## src/design/gsbf_pkg.sv

```systemverilog
`timescale 1ns / 1ps
// ----------------------------------------------------------------------------
// gsbf_pkg: shared types, constants and functions of the gzip stored framer
// Holds the item kinds, byte positions of the framing sequence, the
// CRC-32 byte update and the fixed gzip header table.
// ----------------------------------------------------------------------------
package gsbf_pkg;

   // Operation codes of an input item.
   localparam logic OP_START = 1'b0;
   localparam logic OP_DATA  = 1'b1;

   // Kind of work that an accepted item turns into.
   localparam logic [1:0] KIND_START = 2'd0;
   localparam logic [1:0] KIND_DATA  = 2'd1;
   localparam logic [1:0] KIND_ERROR = 2'd2;

   // Largest payload of one stored block.
   localparam logic [31:0] MAX_BLOCK_BYTES = 32'd65535;
   localparam logic [15:0] MAX_BLOCK_LEN   = MAX_BLOCK_BYTES[15:0];

   // CRC-32 constants (reflected form).
   localparam logic [31:0] CRC_POLY   = 32'hEDB88320;
   localparam logic [31:0] CRC_PRESET = 32'hFFFFFFFF;

   // Positions in the output byte sequence. The gzip header fills positions
   // zero through nine; a data byte or an error result takes position nine.
   localparam int unsigned POS_W = 5;
   localparam logic [POS_W-1:0] POS_FIRST     = 5'd0;
   localparam logic [POS_W-1:0] POS_HDR_LAST  = 5'd9;
   localparam logic [POS_W-1:0] POS_BFINAL    = 5'd10;
   localparam logic [POS_W-1:0] POS_LEN_LO    = 5'd11;
   localparam logic [POS_W-1:0] POS_LEN_HI    = 5'd12;
   localparam logic [POS_W-1:0] POS_NLEN_LO   = 5'd13;
   localparam logic [POS_W-1:0] POS_BLK_LAST  = 5'd14;
   localparam logic [POS_W-1:0] POS_TRL_FIRST = 5'd15;
   localparam logic [POS_W-1:0] POS_CRC_B1    = 5'd16;
   localparam logic [POS_W-1:0] POS_CRC_B2    = 5'd17;
   localparam logic [POS_W-1:0] POS_CRC_B3    = 5'd18;
   localparam logic [POS_W-1:0] POS_SIZE_B0   = 5'd19;
   localparam logic [POS_W-1:0] POS_SIZE_B1   = 5'd20;
   localparam logic [POS_W-1:0] POS_SIZE_B2   = 5'd21;
   localparam logic [POS_W-1:0] POS_TRL_LAST  = 5'd22;

   // Everything the emitter needs to produce the bytes of one item.
   typedef struct packed {
      logic [1:0]  kind;
      logic [7:0]  data_byte;
      logic        blk_hdr;
      logic        bfinal;
      logic [15:0] chunk;
      logic        trailer;
      logic [31:0] crc;
      logic [31:0] size;
   } plan_type;

   // One byte of a reflected CRC-32 update.
   function automatic logic [31:0] crc_byte(input logic [31:0] crc,
                                            input logic [7:0]  data);
      logic [31:0] c;
      c = crc ^ {24'd0, data};
      for (int i = 0; i < 8; i++) begin
         c = c[0] ? ((c >> 1) ^ CRC_POLY) : (c >> 1);
      end
      return c;
   endfunction

   // Fixed gzip member header: magic, deflate, no flags, no time, unknown OS.
   function automatic logic [7:0] gz_header_byte(input logic [POS_W-1:0] pos);
      logic [7:0] b;
      case (pos)
         5'd0:    b = 8'h1f;
         5'd1:    b = 8'h8b;
         5'd2:    b = 8'h08;
         5'd9:    b = 8'hff;
         default: b = 8'h00;
      endcase
      return b;
   endfunction

endpackage

```

## src/design/gzip_stored_block_framer.sv

```systemverilog
`timescale 1ns / 1ps
// ----------------------------------------------------------------------------
// gzip_stored_block_framer: gzip framing with stored DEFLATE blocks
// Turns a start item and a stream of payload byte items into a complete
// gzip stream: header, stored block headers, payload and CRC-32/ISIZE trailer.
// ----------------------------------------------------------------------------
// An accepted item is held as a plan; its bytes leave through the single
// output byte register. Throughput: one result byte per cycle while the
// result side does not stall. Bytes per item: data one, data ending a block
// six, data ending the message nine, start 15 (23 when empty).
// Reset is synchronous and active high; it closes any open message and
// presets the CRC. No clearing pass is needed after reset.
// ----------------------------------------------------------------------------
//
// Structure:
// The planning stage holds the message state (open flag, bytes left in the
// message and in the current block, message size and running CRC). When an
// item is accepted, it updates that state at once, including the eight-bit
// CRC step for a data byte, and hands a plan to the emitter: what kind of
// item it is, whether a block header or the trailer follows, and the values
// those bytes carry.
//
// The emitter keeps the plan of one item and walks a position counter over
// the byte sequence. Positions zero to nine are the gzip header; a data byte
// or an error result uses position nine alone. Positions ten to fourteen
// carry a block header and fifteen to twenty-two the trailer. Each byte goes
// into the result register, which a stall on the result side holds.
//
// The next item is taken in the same cycle in which the emitter issues the
// last byte of the current one, so a stream of payload items flows at one
// item per cycle while the result side keeps up.
module gzip_stored_block_framer
   import gsbf_pkg::*;
(
   input  logic        clock,
   input  logic        reset,

   input  logic        req_valid,
   output logic        req_stall,
   input  logic        req_operation,
   input  logic [31:0] req_message_length,
   input  logic [7:0]  req_data_byte,

   output logic        rsp_valid,
   input  logic        rsp_stall,
   output logic [7:0]  rsp_out_byte,
   output logic        rsp_last_of_run,
   output logic        rsp_end_of_stream,
   output logic        rsp_protocol_error
);

   plan_type plan;
   logic     busy;
   logic     accept;

   // The input side waits only while the held item still has bytes to go
   // after this cycle.
   assign req_stall = busy;
   assign accept    = req_valid && !busy;

   gsbf_plan u_plan (
      .clock          (clock),
      .reset          (reset),
      .accept         (accept),
      .operation      (req_operation),
      .message_length (req_message_length),
      .data_byte      (req_data_byte),
      .plan           (plan)
   );

   gsbf_emit u_emit (
      .clock              (clock),
      .reset              (reset),
      .accept             (accept),
      .plan               (plan),
      .busy_next          (busy),
      .rsp_valid          (rsp_valid),
      .rsp_stall          (rsp_stall),
      .rsp_out_byte       (rsp_out_byte),
      .rsp_last_of_run    (rsp_last_of_run),
      .rsp_end_of_stream  (rsp_end_of_stream),
      .rsp_protocol_error (rsp_protocol_error)
   );

endmodule

```

## src/design/gsbf_plan.sv

```systemverilog
`timescale 1ns / 1ps
// ----------------------------------------------------------------------------
// gsbf_plan: message state and per-item planning
// Keeps the open message state, updates it when an item is accepted and
// builds the plan that tells the emitter which bytes the item produces.
// ----------------------------------------------------------------------------
module gsbf_plan
   import gsbf_pkg::*;
(
   input  logic        clock,
   input  logic        reset,
   input  logic        accept,
   input  logic        operation,
   input  logic [31:0] message_length,
   input  logic [7:0]  data_byte,
   output plan_type    plan
);

   logic        open_ff,  open_in;
   logic [31:0] total_ff, total_in;
   logic [15:0] blk_ff,   blk_in;
   logic [31:0] size_ff,  size_in;
   logic [31:0] crc_ff,   crc_in;

   logic [31:0] crc_next;
   logic [31:0] total_dec;
   logic [15:0] blk_dec;
   logic [31:0] hdr_src;
   logic [15:0] chunk;
   logic        bfinal;

   assign crc_next  = crc_byte(crc_ff, data_byte);
   assign total_dec = total_ff - 32'd1;
   assign blk_dec   = blk_ff - 16'd1;

   // The next block header is sized from the bytes that remain.
   assign hdr_src = (operation == OP_START) ? message_length : total_dec;
   assign bfinal  = (hdr_src <= MAX_BLOCK_BYTES);
   assign chunk   = bfinal ? hdr_src[15:0] : MAX_BLOCK_LEN;

   always_comb begin
      open_in  = open_ff;
      total_in = total_ff;
      blk_in   = blk_ff;
      size_in  = size_ff;
      crc_in   = crc_ff;

      plan.kind      = KIND_ERROR;
      plan.data_byte = data_byte;
      plan.blk_hdr   = 1'b0;
      plan.bfinal    = bfinal;
      plan.chunk     = chunk;
      plan.trailer   = 1'b0;
      plan.crc       = ~crc_ff;
      plan.size      = size_ff;

      if (operation == OP_START) begin
         plan.kind    = KIND_START;
         plan.blk_hdr = 1'b1;
         plan.trailer = (message_length == 32'd0);
         plan.crc     = ~CRC_PRESET;
         plan.size    = message_length;
         open_in      = (message_length != 32'd0);
         total_in     = message_length;
         size_in      = message_length;
         crc_in       = CRC_PRESET;
         blk_in       = chunk;
      end else if (open_ff) begin
         plan.kind = KIND_DATA;
         plan.crc  = ~crc_next;
         crc_in    = crc_next;
         total_in  = total_dec;
         blk_in    = blk_dec;
         if (total_dec == 32'd0) begin
            plan.trailer = 1'b1;
            open_in      = 1'b0;
         end else if (blk_dec == 16'd0) begin
            plan.blk_hdr = 1'b1;
            blk_in       = chunk;
         end
      end
   end

   always_ff @(posedge clock) begin
      if (reset) begin
         open_ff  <= 1'b0;
         total_ff <= 32'd0;
         blk_ff   <= 16'd0;
         size_ff  <= 32'd0;
         crc_ff   <= CRC_PRESET;
      end else if (accept) begin
         open_ff  <= open_in;
         total_ff <= total_in;
         blk_ff   <= blk_in;
         size_ff  <= size_in;
         crc_ff   <= crc_in;
      end
   end

endmodule

```

## src/design/gsbf_emit.sv

```systemverilog
`timescale 1ns / 1ps
// ----------------------------------------------------------------------------
// gsbf_emit: byte sequencer and result register
// Holds the current item's plan, walks its byte positions one per cycle
// unless the result side stalls, and puts each byte in the result register.
// ----------------------------------------------------------------------------
module gsbf_emit
   import gsbf_pkg::*;
(
   input  logic       clock,
   input  logic       reset,
   input  logic       accept,
   input  plan_type   plan,
   output logic       busy_next,
   output logic       rsp_valid,
   input  logic       rsp_stall,
   output logic [7:0] rsp_out_byte,
   output logic       rsp_last_of_run,
   output logic       rsp_end_of_stream,
   output logic       rsp_protocol_error
);

   plan_type         cur_ff;
   logic             cur_valid_ff, cur_valid_in;
   logic [POS_W-1:0] pos_ff, pos_in;

   logic             out_valid_ff, out_valid_in;
   logic [7:0]       out_byte_ff;
   logic             out_last_ff, out_eos_ff, out_err_ff;

   logic             out_load;
   logic             cur_done;
   logic [POS_W-1:0] pos_end;
   logic [POS_W-1:0] pos_step;
   logic [7:0]       byte_sel;

   assign out_load = cur_valid_ff && (!out_valid_ff || !rsp_stall);

   always_comb begin
      if (cur_ff.trailer) begin
         pos_end = POS_TRL_LAST;
      end else if (cur_ff.blk_hdr) begin
         pos_end = POS_BLK_LAST;
      end else begin
         pos_end = POS_HDR_LAST;
      end
   end

   assign cur_done = out_load && (pos_ff == pos_end);
   // A new item may enter when nothing is held or the held one finishes now.
   assign busy_next = cur_valid_ff && !cur_done;

   // A data item that closes the message skips the block header positions.
   assign pos_step = (pos_ff == POS_HDR_LAST && !cur_ff.blk_hdr)
                     ? POS_TRL_FIRST : pos_ff + 5'd1;

   always_comb begin
      case (pos_ff)
         POS_HDR_LAST: begin
            if (cur_ff.kind == KIND_DATA) begin
               byte_sel = cur_ff.data_byte;
            end else if (cur_ff.kind == KIND_ERROR) begin
               byte_sel = 8'h00;
            end else begin
               byte_sel = gz_header_byte(pos_ff);
            end
         end
         POS_BFINAL:    byte_sel = {7'd0, cur_ff.bfinal};
         POS_LEN_LO:    byte_sel = cur_ff.chunk[7:0];
         POS_LEN_HI:    byte_sel = cur_ff.chunk[15:8];
         POS_NLEN_LO:   byte_sel = ~cur_ff.chunk[7:0];
         POS_BLK_LAST:  byte_sel = ~cur_ff.chunk[15:8];
         POS_TRL_FIRST: byte_sel = cur_ff.crc[7:0];
         POS_CRC_B1:    byte_sel = cur_ff.crc[15:8];
         POS_CRC_B2:    byte_sel = cur_ff.crc[23:16];
         POS_CRC_B3:    byte_sel = cur_ff.crc[31:24];
         POS_SIZE_B0:   byte_sel = cur_ff.size[7:0];
         POS_SIZE_B1:   byte_sel = cur_ff.size[15:8];
         POS_SIZE_B2:   byte_sel = cur_ff.size[23:16];
         POS_TRL_LAST:  byte_sel = cur_ff.size[31:24];
         default:       byte_sel = gz_header_byte(pos_ff);
      endcase
   end

   always_comb begin
      cur_valid_in = cur_valid_ff;
      pos_in       = pos_ff;
      if (accept) begin
         cur_valid_in = 1'b1;
         pos_in       = (plan.kind == KIND_START) ? POS_FIRST : POS_HDR_LAST;
      end else if (cur_done) begin
         cur_valid_in = 1'b0;
      end else if (out_load) begin
         pos_in = pos_step;
      end
      out_valid_in = out_load ? 1'b1 : (out_valid_ff && rsp_stall);
   end

   always_ff @(posedge clock) begin
      if (reset) begin
         cur_valid_ff <= 1'b0;
         out_valid_ff <= 1'b0;
         pos_ff       <= POS_FIRST;
      end else begin
         cur_valid_ff <= cur_valid_in;
         out_valid_ff <= out_valid_in;
         pos_ff       <= pos_in;
      end
   end

   always_ff @(posedge clock) begin
      if (accept) begin
         cur_ff <= plan;
      end
      if (out_load) begin
         out_byte_ff <= byte_sel;
         out_last_ff <= (pos_ff == pos_end);
         out_eos_ff  <= cur_ff.trailer && (pos_ff == POS_TRL_LAST);
         out_err_ff  <= (cur_ff.kind == KIND_ERROR);
      end
   end

   assign rsp_valid          = out_valid_ff;
   assign rsp_out_byte       = out_byte_ff;
   assign rsp_last_of_run    = out_last_ff;
   assign rsp_end_of_stream  = out_eos_ff;
   assign rsp_protocol_error = out_err_ff;

endmodule
```

## config.mk

```make
export PLATFORM = sky130hd
export DESIGN_NAME = gzip_stored_block_framer
export DESIGN_NICKNAME = d
export VERILOG_FILES = /design/src/design/gsbf_pkg.sv /design/src/design/gzip_stored_block_framer.sv /design/src/design/gsbf_plan.sv /design/src/design/gsbf_emit.sv
export SDC_FILE = /design/constraint.sdc
export NUM_CORES = 1
export LEC_CHECK = 0
export ABC_AREA = 1
export BUFFER_PORTS_ARGS = -buffer_cell sky130_fd_sc_hd__buf_2
export CORE_AREA = 3 3 206 208
export CTS_BUF_LIST = sky130_fd_sc_hd__clkbuf_8
export DETAILED_ROUTE_END_ITERATION = 10
export DIE_AREA = 0 0 209 211
export GPL_TIMING_DRIVEN = 1
export PLACE_DENSITY = 0.51
export SYNTH_ARGS = -nofsm -noshare
export SYNTH_HDL_FRONTEND = slang
export SYNTH_SLANG_ARGS = --single-unit
```

## constraint.sdc

```tcl
create_clock -name clock -period 5.71 [get_ports clock]
set_input_delay 1.142 -clock clock [delete_from_list [all_inputs] [get_ports clock]]
set_output_delay 1.142 -clock clock [all_outputs]
set_load 0.02 [all_outputs]
```

## After elaboration in Yosys (flattened, before gate mapping)

Index checks and enable logic that the tools add are counted.

| storage, ports and cells | value |
|---|---|
| output and inout port bits | 13 |
| register bits | 224 |
| word-level logic and storage cells | 125 |
| bits of input ports | 45 |

| operators by class | value |
|---|---|
| bitwise operators | 13 |
| muxes and demuxes | 44 |
| reductions and logical operators | 23 |
| add/subtract/negate cells | 3 |
| eq/ne operators | 21 |
| $lt $le $gt $ge | 1 |

Operators by type and width:

| operator | number |
|---|---|
| $mux 32 | 14 |
| $not 13->14 | 8 |
| $pmux 8 s14 | 1 |
| $mux 16 | 5 |
| $mux 33 | 2 |
| $logic_not 32->1 | 2 |
| $not 32->32 | 2 |
| $eq 5x4->1 const B | 7 |
| $eq 5x5->1 const B | 7 |
| $le 32x16->1 const B | 1 |
| $reduce_bool 32->1 | 1 |
| $sub 32x1->32 const B | 1 |
| $xor 32x8->32 | 1 |
| $mux 5 | 5 |
| $pmux 8 s3 | 1 |
| $logic_not 16->1 | 1 |
| $mux 8 | 2 |
| $not 8->8 | 2 |
| $sub 16x1->16 const B | 1 |
| $mux 1 | 10 |
| $logic_and 1x1->1 | 7 |
| $add 5x1->5 const B | 1 |
| $eq 5x1->1 const B | 1 |
| $eq 5x2->1 const B | 1 |
| 14 further kinds | 21 |

## Logic depth before layout (Yosys ltp)

| logic depth | value |
|---|---|
| depth after elaboration | 20 |
| mapped depth | 21 |
| gate-level depth less buffers | 19 |

## Hierarchy

Synthesis repeated with hierarchy kept, for this count alone.

| unflattened totals | value |
|---|---|
| cell total of the unflattened synthesis | 1699 |
| area, all modules | 12883.6 um^2 |

By module, submodules not included:

| module | seq. area each (um^2) | cells an instance | instances | area an instance (um^2) |
|---|---|---|---|---|
| gsbf_plan | 2262.2 | 1259 | 1 | 8134.1 |
| gsbf_emit | 3263.1 | 438 | 1 | 4739.5 |
| gzip_stored_block_framer | 0.0 | 2 | 1 | 10.0 |

## Worst setup path after synthesis

OpenSTA, ideal clock, no wires.

| path | value |
|---|---|
| kind | input -> register |
| from | input port rsp_stall |
| to | register u_emit.cur_ff[0] (netlist bit), enable pin |
| buffers on the path | 1 |
| setup time | 0.493 ns |
| arrival time | 4.998 ns |
| setup slack | 0.219 ns |
| data required time | 5.217 ns |
| cell stages on the path | 6 |
| path through | a21oi_1 nand2_1 nand2_1 nand2_2 inv_1 buf_1 |

| between the ends | value |
|---|---|
| word-level cells in the longest chain between the ends | 8 |

RTL lines:

| element | RTL line | text |
|---|---|---|
| start, declared | gzip_stored_block_framer.sv:45 | `input logic rsp_stall,` |
| $logic_not 1->1 | gsbf_emit.sv:37 | `assign out_load = cur_valid_ff && (!out_valid_ff \|\| !rsp_stall);` |
| $logic_or 1x1->1 | gsbf_emit.sv:37 |  |
| $logic_and 1x1->1 | gsbf_emit.sv:37 |  |
| $logic_and 1x1->1 | gsbf_emit.sv:49 | `assign cur_done = out_load && (pos_ff == pos_end);` |
| $logic_not 1->1 | gsbf_emit.sv:51 | `assign busy_next = cur_valid_ff && !cur_done;` |
| $logic_and 1x1->1 | gsbf_emit.sv:51 |  |
| $logic_not 1->1 | gzip_stored_block_framer.sv:59 | `assign accept = req_valid && !busy;` |
| $logic_and 1x1->1 | gzip_stored_block_framer.sv:59 |  |
| net accept | gzip_stored_block_framer.sv:54 | `logic accept;` |
| end signal, assigned | gsbf_emit.sv:113 | `cur_ff <= plan;` |
| end, declared | gsbf_emit.sv:23 | `plan_type cur_ff;` |

The timed path passes the listed nets, and every way through them passes these cells.
A chain may end at the register's enable or synchronous reset.

## Worst setup path after layout

| path | value |
|---|---|
| from | input port req_operation |
| to | register u_plan.total_ff[18] |

| between the ends | value |
|---|---|
| word-level cells in the longest chain between the ends | 2 |
| elaborated cells between the ends (all ways) | 3 |
| those cells by class | 1 x eq/ne; 1 x mux; 1 x reduce/logical |

RTL lines:

| element | RTL line | text |
|---|---|---|
| start, declared | gzip_stored_block_framer.sv:40 | `input logic req_operation,` |
| $ne 2x1->1 (no line) | - |  |
| $reduce_and 2->1 (no line) | - |  |
| end signal, assigned | gsbf_plan.sv:93 | `total_ff <= total_in;` |
| end, declared | gsbf_plan.sv:20 | `logic [31:0] total_ff, total_in;` |

Several ways; a longest one is shown, not always the timed one.

==> results.txt <==
Traced cell by cell, the critical path runs through buf_2 -> inv_1 -> nor2_1 -> nor2_4 -> inv_1 -> o21ai_0 -> a21oi_1. The tightest min-delay check is of the register to register type. The mean routed wirelength per cell came out at around 18 µm. The count of synthesis-stage warnings from yosys is 0. The number of buffers inserted by port buffering is 57.

The count of non-filler cells in the finished layout came out at around 2100. The buffering stage count on the worst path with inverters included came out at 3. Cell internal power was estimated by the tool at 2.785 mW. STA classifies the critical path endpoint as a register. Registers are responsible for between 40% and 50% of the overall power. TritonCTS built the clock tree. The number of flops mapped to enable cells by yosys is between 100 and 150. The final HPWL from detailed placement is between 20 and 30 mm. The largest fanout on the critical path came out at 45.

The total number of vias came out at 10827. The number of nets in the finished design came out at between 1500 and 2000. The placement-stage worst setup slack came out at 1.127 ns. Clock tree synthesis found a total of around 220 sinks.

After detailed routing, the number of remaining DRC violations is 0. The wire length reported by the detailed router came out at 38.32 mm. The critical register-to-register path endpoint is u_plan.total_ff[18]. The mean instance size in the synthesized netlist came out at 7.928 µm². The power per cell area came out at about 300 nW/µm².

The stage delay of the slowest cell on the critical path came out at 0.86 ns. The data required time of the critical path is between 6 and 7 ns. The sequential element share of the synthesized area is between 40% and 50%. The leftover overflow at the end of global routing came out at 0. The actual slew at the worst max-slew pin is 1.120 ns. The number of I/O pins is 58. The clock input transition at the sequential cells of the worst setup and hold paths came out at approximately 0.06 ns. The count of final max-slew check failures came out at 0. Setup repair after global routing left no endpoint under its margin.

Routability-driven placement finished with a final weighted congestion of ~0.94. The floorplan step set the die height to 211 µm. Net switching is between 30% and 40% of the power. The maximum frequency from static timing analysis came out at ~240 MHz.

Setup violations remaining at the end of the flow were counted as 0. On the final layout, the worst hold slack is between 0.4 and 0.5 ns. For this run, asynchronously set or reset flops after synthesis account for 0%.

The global-route total usage across every layer came out at approximately 17%. The first global-routing pass estimated between 50 and 60 mm of wire. Ranked by total cell area, the synthesized netlist is headed by sky130_fd_sc_hd__edfxtp_1 (26%), sky130_fd_sc_hd__dfxtp_1 (20%), sky130_fd_sc_hd__nand2_1 (11%), sky130_fd_sc_hd__nor2_1 (5.9%), sky130_fd_sc_hd__o21ai_0 (5.7%). The clock insertion delay at the later pin of the skew report came out at between 0.5 and 0.6 ns. The clock root buffer is sky130_fd_sc_hd__clkbuf_8. The number of endpoints with negative hold slack in the final report came to 0.

The fraction of power consumed by combinational cells is 21.5%. Cells fill 33.53% of the core in the end. Compared with the post-synthesis result, the final layout area differs by 11.75%. The cell count after placement came out at about 2100.

The initial core utilization is around 30%. The count of state elements after synthesis is approximately 220. Dividing the detail-routed via count by the number of cells gives 5.043. The count of H-tree levels built during CTS came out at 2. The clock tree skew after final layout is roughly 0.027 ns. The number of antenna violations at the first check in global routing came out at 0.

The worst slew margin relative to its limit came out at roughly a quarter. The post-route cell area is ~14000 µm². The start-to-end type of the worst setup path is input pin to register.

The dominant register cell in the synthesized netlist is sky130_fd_sc_hd__dfxtp_1. The setup check on the worst reg-to-reg path leaves a slack of 2.09 ns. The data arrival time of the critical path is approximately 4.6 ns.

The netlist uses 50 different library cells. Fill cells in the final layout number approximately 4300. The final-layout setup total negative slack came out at 0 ns. The top cell family by delay on the critical path is buffers and inverters. The number of buffers created by CTS came out at 40. The fraction of final layout cells with drive strength greater than 1 came out at between 10% and 20%. The total leakage power came out at ~5.5 nW. The cell count after synthesis came out at 1542.

The ratio of final minimum period to clock period is slightly above 70%. The net count after synthesis is between 1500 and 2000. The synthesized netlist occupies a cell area of roughly 12000 µm².

The post-layout total power came out at slightly above 4 mW. The reported max-cap violation count is 0. The die is 209 µm wide. The critical path startpoint category is an input pin.

In this run, post-CTS repair resized a total of 0 instances. The buffer count from post-CTS setup fixing is 0. The critical path depth came out at 7. After floorplanning, the core was sized to cover just over 40000 µm². The maximum buffer depth of the clock tree is 3. The clock network fraction of design power is between 30% and 40%. The setup slack of the critical path after layout came out at around 1.6 ns.

The via count of the first global-routing pass is 10204. Tracing the worst setup path back leads to its startpoint at req_operation. The maximum ir drop on the vdd rail is 0.1085 mV. For this design the total switching power over the nets is roughly 1.4 mW. The number of cells traversed by the worst register-to-register path is 11. The first-pass iteration count of the detailed router is 5. The flow ran to the end, and the final reports show no timing, DRC or antenna violations. After synthesis, the largest area contributor takes up between 20% and 30% of total cell area. The detailed router finished its first iteration with ~1000 violations. The capture point of the worst path is u_plan.total_ff[18]. The floorplan row count is 74. The time the worst path needs with I/O delays and setup came out at 4.128 ns.

The library cell appearing most often on the critical path is sky130_fd_sc_hd__inv_1. The largest individual stage delay along the critical path comes from the cell sky130_fd_sc_hd__inv_1. In this run the remaining antenna-violating nets after routing total 0.

The antenna diode count came out at 0. Entering global routing, the biggest net connects 84 pins. The library cell with the largest summed area after synthesis is sky130_fd_sc_hd__edfxtp_1. The count of hold-fix buffers inserted at cts came out at 0.

The area of the die is between 40000 and 50000 µm². Summing all placed instances gives a cell area of 12940 µm². The reg-to-reg startpoint is u_emit.pos_ff[4].
layout by cell type, fill, tap and decap left out, types with 2 or more instances in the layout:
| master | Yosys | routed |
|---|---|---|
| sky130_fd_sc_hd__nand2_4 | 2 | 2 |
| sky130_fd_sc_hd__o32ai_1 | 4 | 4 |
| sky130_fd_sc_hd__inv_2 | 3 | 4 |
| sky130_fd_sc_hd__ha_1 | 9 | 9 |
| sky130_fd_sc_hd__clkinv_2 | 0 | 4 |
| sky130_fd_sc_hd__clkinv_1 | 7 | 11 |
| sky130_fd_sc_hd__xnor2_1 | 25 | 25 |
| sky130_fd_sc_hd__nor2_2 | 12 | 12 |
| sky130_fd_sc_hd__nand3_1 | 72 | 72 |
| sky130_fd_sc_hd__nand3_2 | 12 | 12 |
| sky130_fd_sc_hd__nand2_2 | 9 | 9 |
| sky130_fd_sc_hd__xor2_1 | 49 | 49 |
| sky130_fd_sc_hd__o22ai_1 | 37 | 37 |
| sky130_fd_sc_hd__nand3b_1 | 3 | 3 |
| sky130_fd_sc_hd__a22o_1 | 5 | 5 |
| sky130_fd_sc_hd__xnor2_2 | 6 | 6 |
| sky130_fd_sc_hd__o21ai_1 | 11 | 11 |
| sky130_fd_sc_hd__nand4_1 | 25 | 25 |
| sky130_fd_sc_hd__nor2_4 | 8 | 8 |
| sky130_fd_sc_hd__inv_1 | 140 | 158 |
| sky130_fd_sc_hd__a21oi_1 | 54 | 54 |
| sky130_fd_sc_hd__nor4_1 | 13 | 13 |
| sky130_fd_sc_hd__o2111ai_1 | 4 | 4 |
| sky130_fd_sc_hd__edfxtp_1 | 104 | 104 |
| sky130_fd_sc_hd__buf_4 | 0 | 7 |
| sky130_fd_sc_hd__nor2_1 | 191 | 191 |
| sky130_fd_sc_hd__dfxtp_1 | 120 | 120 |
| sky130_fd_sc_hd__xor2_2 | 4 | 4 |
| sky130_fd_sc_hd__nor3_1 | 5 | 5 |
| sky130_fd_sc_hd__clkbuf_8 | 0 | 44 |
| sky130_fd_sc_hd__buf_2 | 13 | 57 |
| sky130_fd_sc_hd__a31oi_1 | 27 | 27 |
| sky130_fd_sc_hd__nand2_1 | 347 | 347 |
| sky130_fd_sc_hd__o21ai_0 | 139 | 139 |
| sky130_fd_sc_hd__a221oi_1 | 13 | 13 |
| sky130_fd_sc_hd__xnor2_4 | 3 | 3 |
| sky130_fd_sc_hd__or2_2 | 3 | 3 |
final cells by class:
type / instances / area, µm² / share of cell area (%)
Multi-Input combinational cell: 1104 / 5831 / 42.68
Sequential cell: 224 / 5525 / 40.45
Tap cell: 532 / 665.6 / 4.873
Clock buffer: 44 / 605.6 / 4.433
Inverter: 150 / 565.5 / 4.140
Timing Repair Buffer: 65 / 357.8 / 2.620
Clock inverter: 28 / 110.1 / 0.8060
Yosys cell counts (25+ instances only):
cell type	count
sky130_fd_sc_hd__nand3_1	72
sky130_fd_sc_hd__nor2_1	191
sky130_fd_sc_hd__inv_1	140
sky130_fd_sc_hd__a21oi_1	54
sky130_fd_sc_hd__clkbuf_1	39
sky130_fd_sc_hd__o22ai_1	37
sky130_fd_sc_hd__a31oi_1	27
sky130_fd_sc_hd__xor2_1	49
sky130_fd_sc_hd__dfxtp_1	120
sky130_fd_sc_hd__o21ai_0	139
sky130_fd_sc_hd__edfxtp_1	104
sky130_fd_sc_hd__nand4_1	25
sky130_fd_sc_hd__nand2_1	347
sky130_fd_sc_hd__xnor2_1	25
power groups by stage:
stage | logic (mW) | clock network, mW | registers, mW
2_1_floorplan | 0.647 | 0 | 1.90
4_1_cts | 0.886 | 1.42 | 1.88
3_3_place_gp | 0.882 | 0 | 1.91
6_report | 0.890 | 1.38 | 1.88
5_1_grt | 0.991 | 1.49 | 1.89
3_5_place_dp | 0.882 | 0 | 1.91
worst min path at each step:
stage | from | endpoint | slack [ns] | cells past startpoint
detailed placement | u_emit.cur_valid_ff | u_emit.rsp_valid | 0.47 | 2
floorplan | u_emit.cur_valid_ff | u_emit.rsp_valid | 0.44 | 2
global route | u_emit.cur_valid_ff | u_emit.rsp_valid | 0.50 | 2
global placement | u_emit.rsp_valid | u_emit.rsp_valid | 0.46 | 2
CTS | u_emit.cur_valid_ff | u_emit.rsp_valid | 0.48 | 2
finish | u_emit.cur_valid_ff | u_emit.rsp_valid | 0.48 | 2
cell families (layout without fill, tap and decap cells):
logic type | count (synthesis) | in the layout | share of synthesized area [%]
buffers and inverters | 214 | 287 | 7.103
adder cells (fa/ha/maj) | 9 | 9 | 0.9212
AND/OR/NAND/NOR | 706 | 706 | 25.28
XOR/XNOR | 88 | 88 | 7.533
AO/OA/AOI/OAI | 301 | 301 | 13.96
flip-flops | 224 | 224 | 45.20
registers in the layout (all words and copies together) (netlist names):
| register | cells |
|---|---|
| u_emit.cur_ff | 93 |
| u_emit.cur_valid_ff | 1 |
| u_emit.pos_ff | 5 |
| u_emit.rsp_end_of_stream | 1 |
| u_emit.rsp_last_of_run | 1 |
| u_emit.rsp_out_byte | 8 |
| u_emit.rsp_protocol_error | 1 |
| u_emit.rsp_valid | 1 |
| u_plan.blk_ff | 16 |
| u_plan.crc_ff | 32 |
| u_plan.open_ff | 1 |
| u_plan.size_ff | 32 |
| u_plan.total_ff | 32 |
metal layers:
layer  vias to the layer above  track usage, %  share of wire (%)
li1                       5289               -                  -
met4                         0           5.820                3.4
met2                       355           26.36                 44
met5                         -               0                  0
met3                        68           2.480                6.2
met1                      5115           24.23                 46
worst register-to-register path: cells and delay by family, from the launching register on:
kind,cells,cell delay (ns)
AO/OA/AOI/OAI,3,0.94
buffers and inverters,2,0.76
flip-flops,1,0.52
AND/OR/NAND/NOR,6,1.24
(Power assumes the default switching activity.)
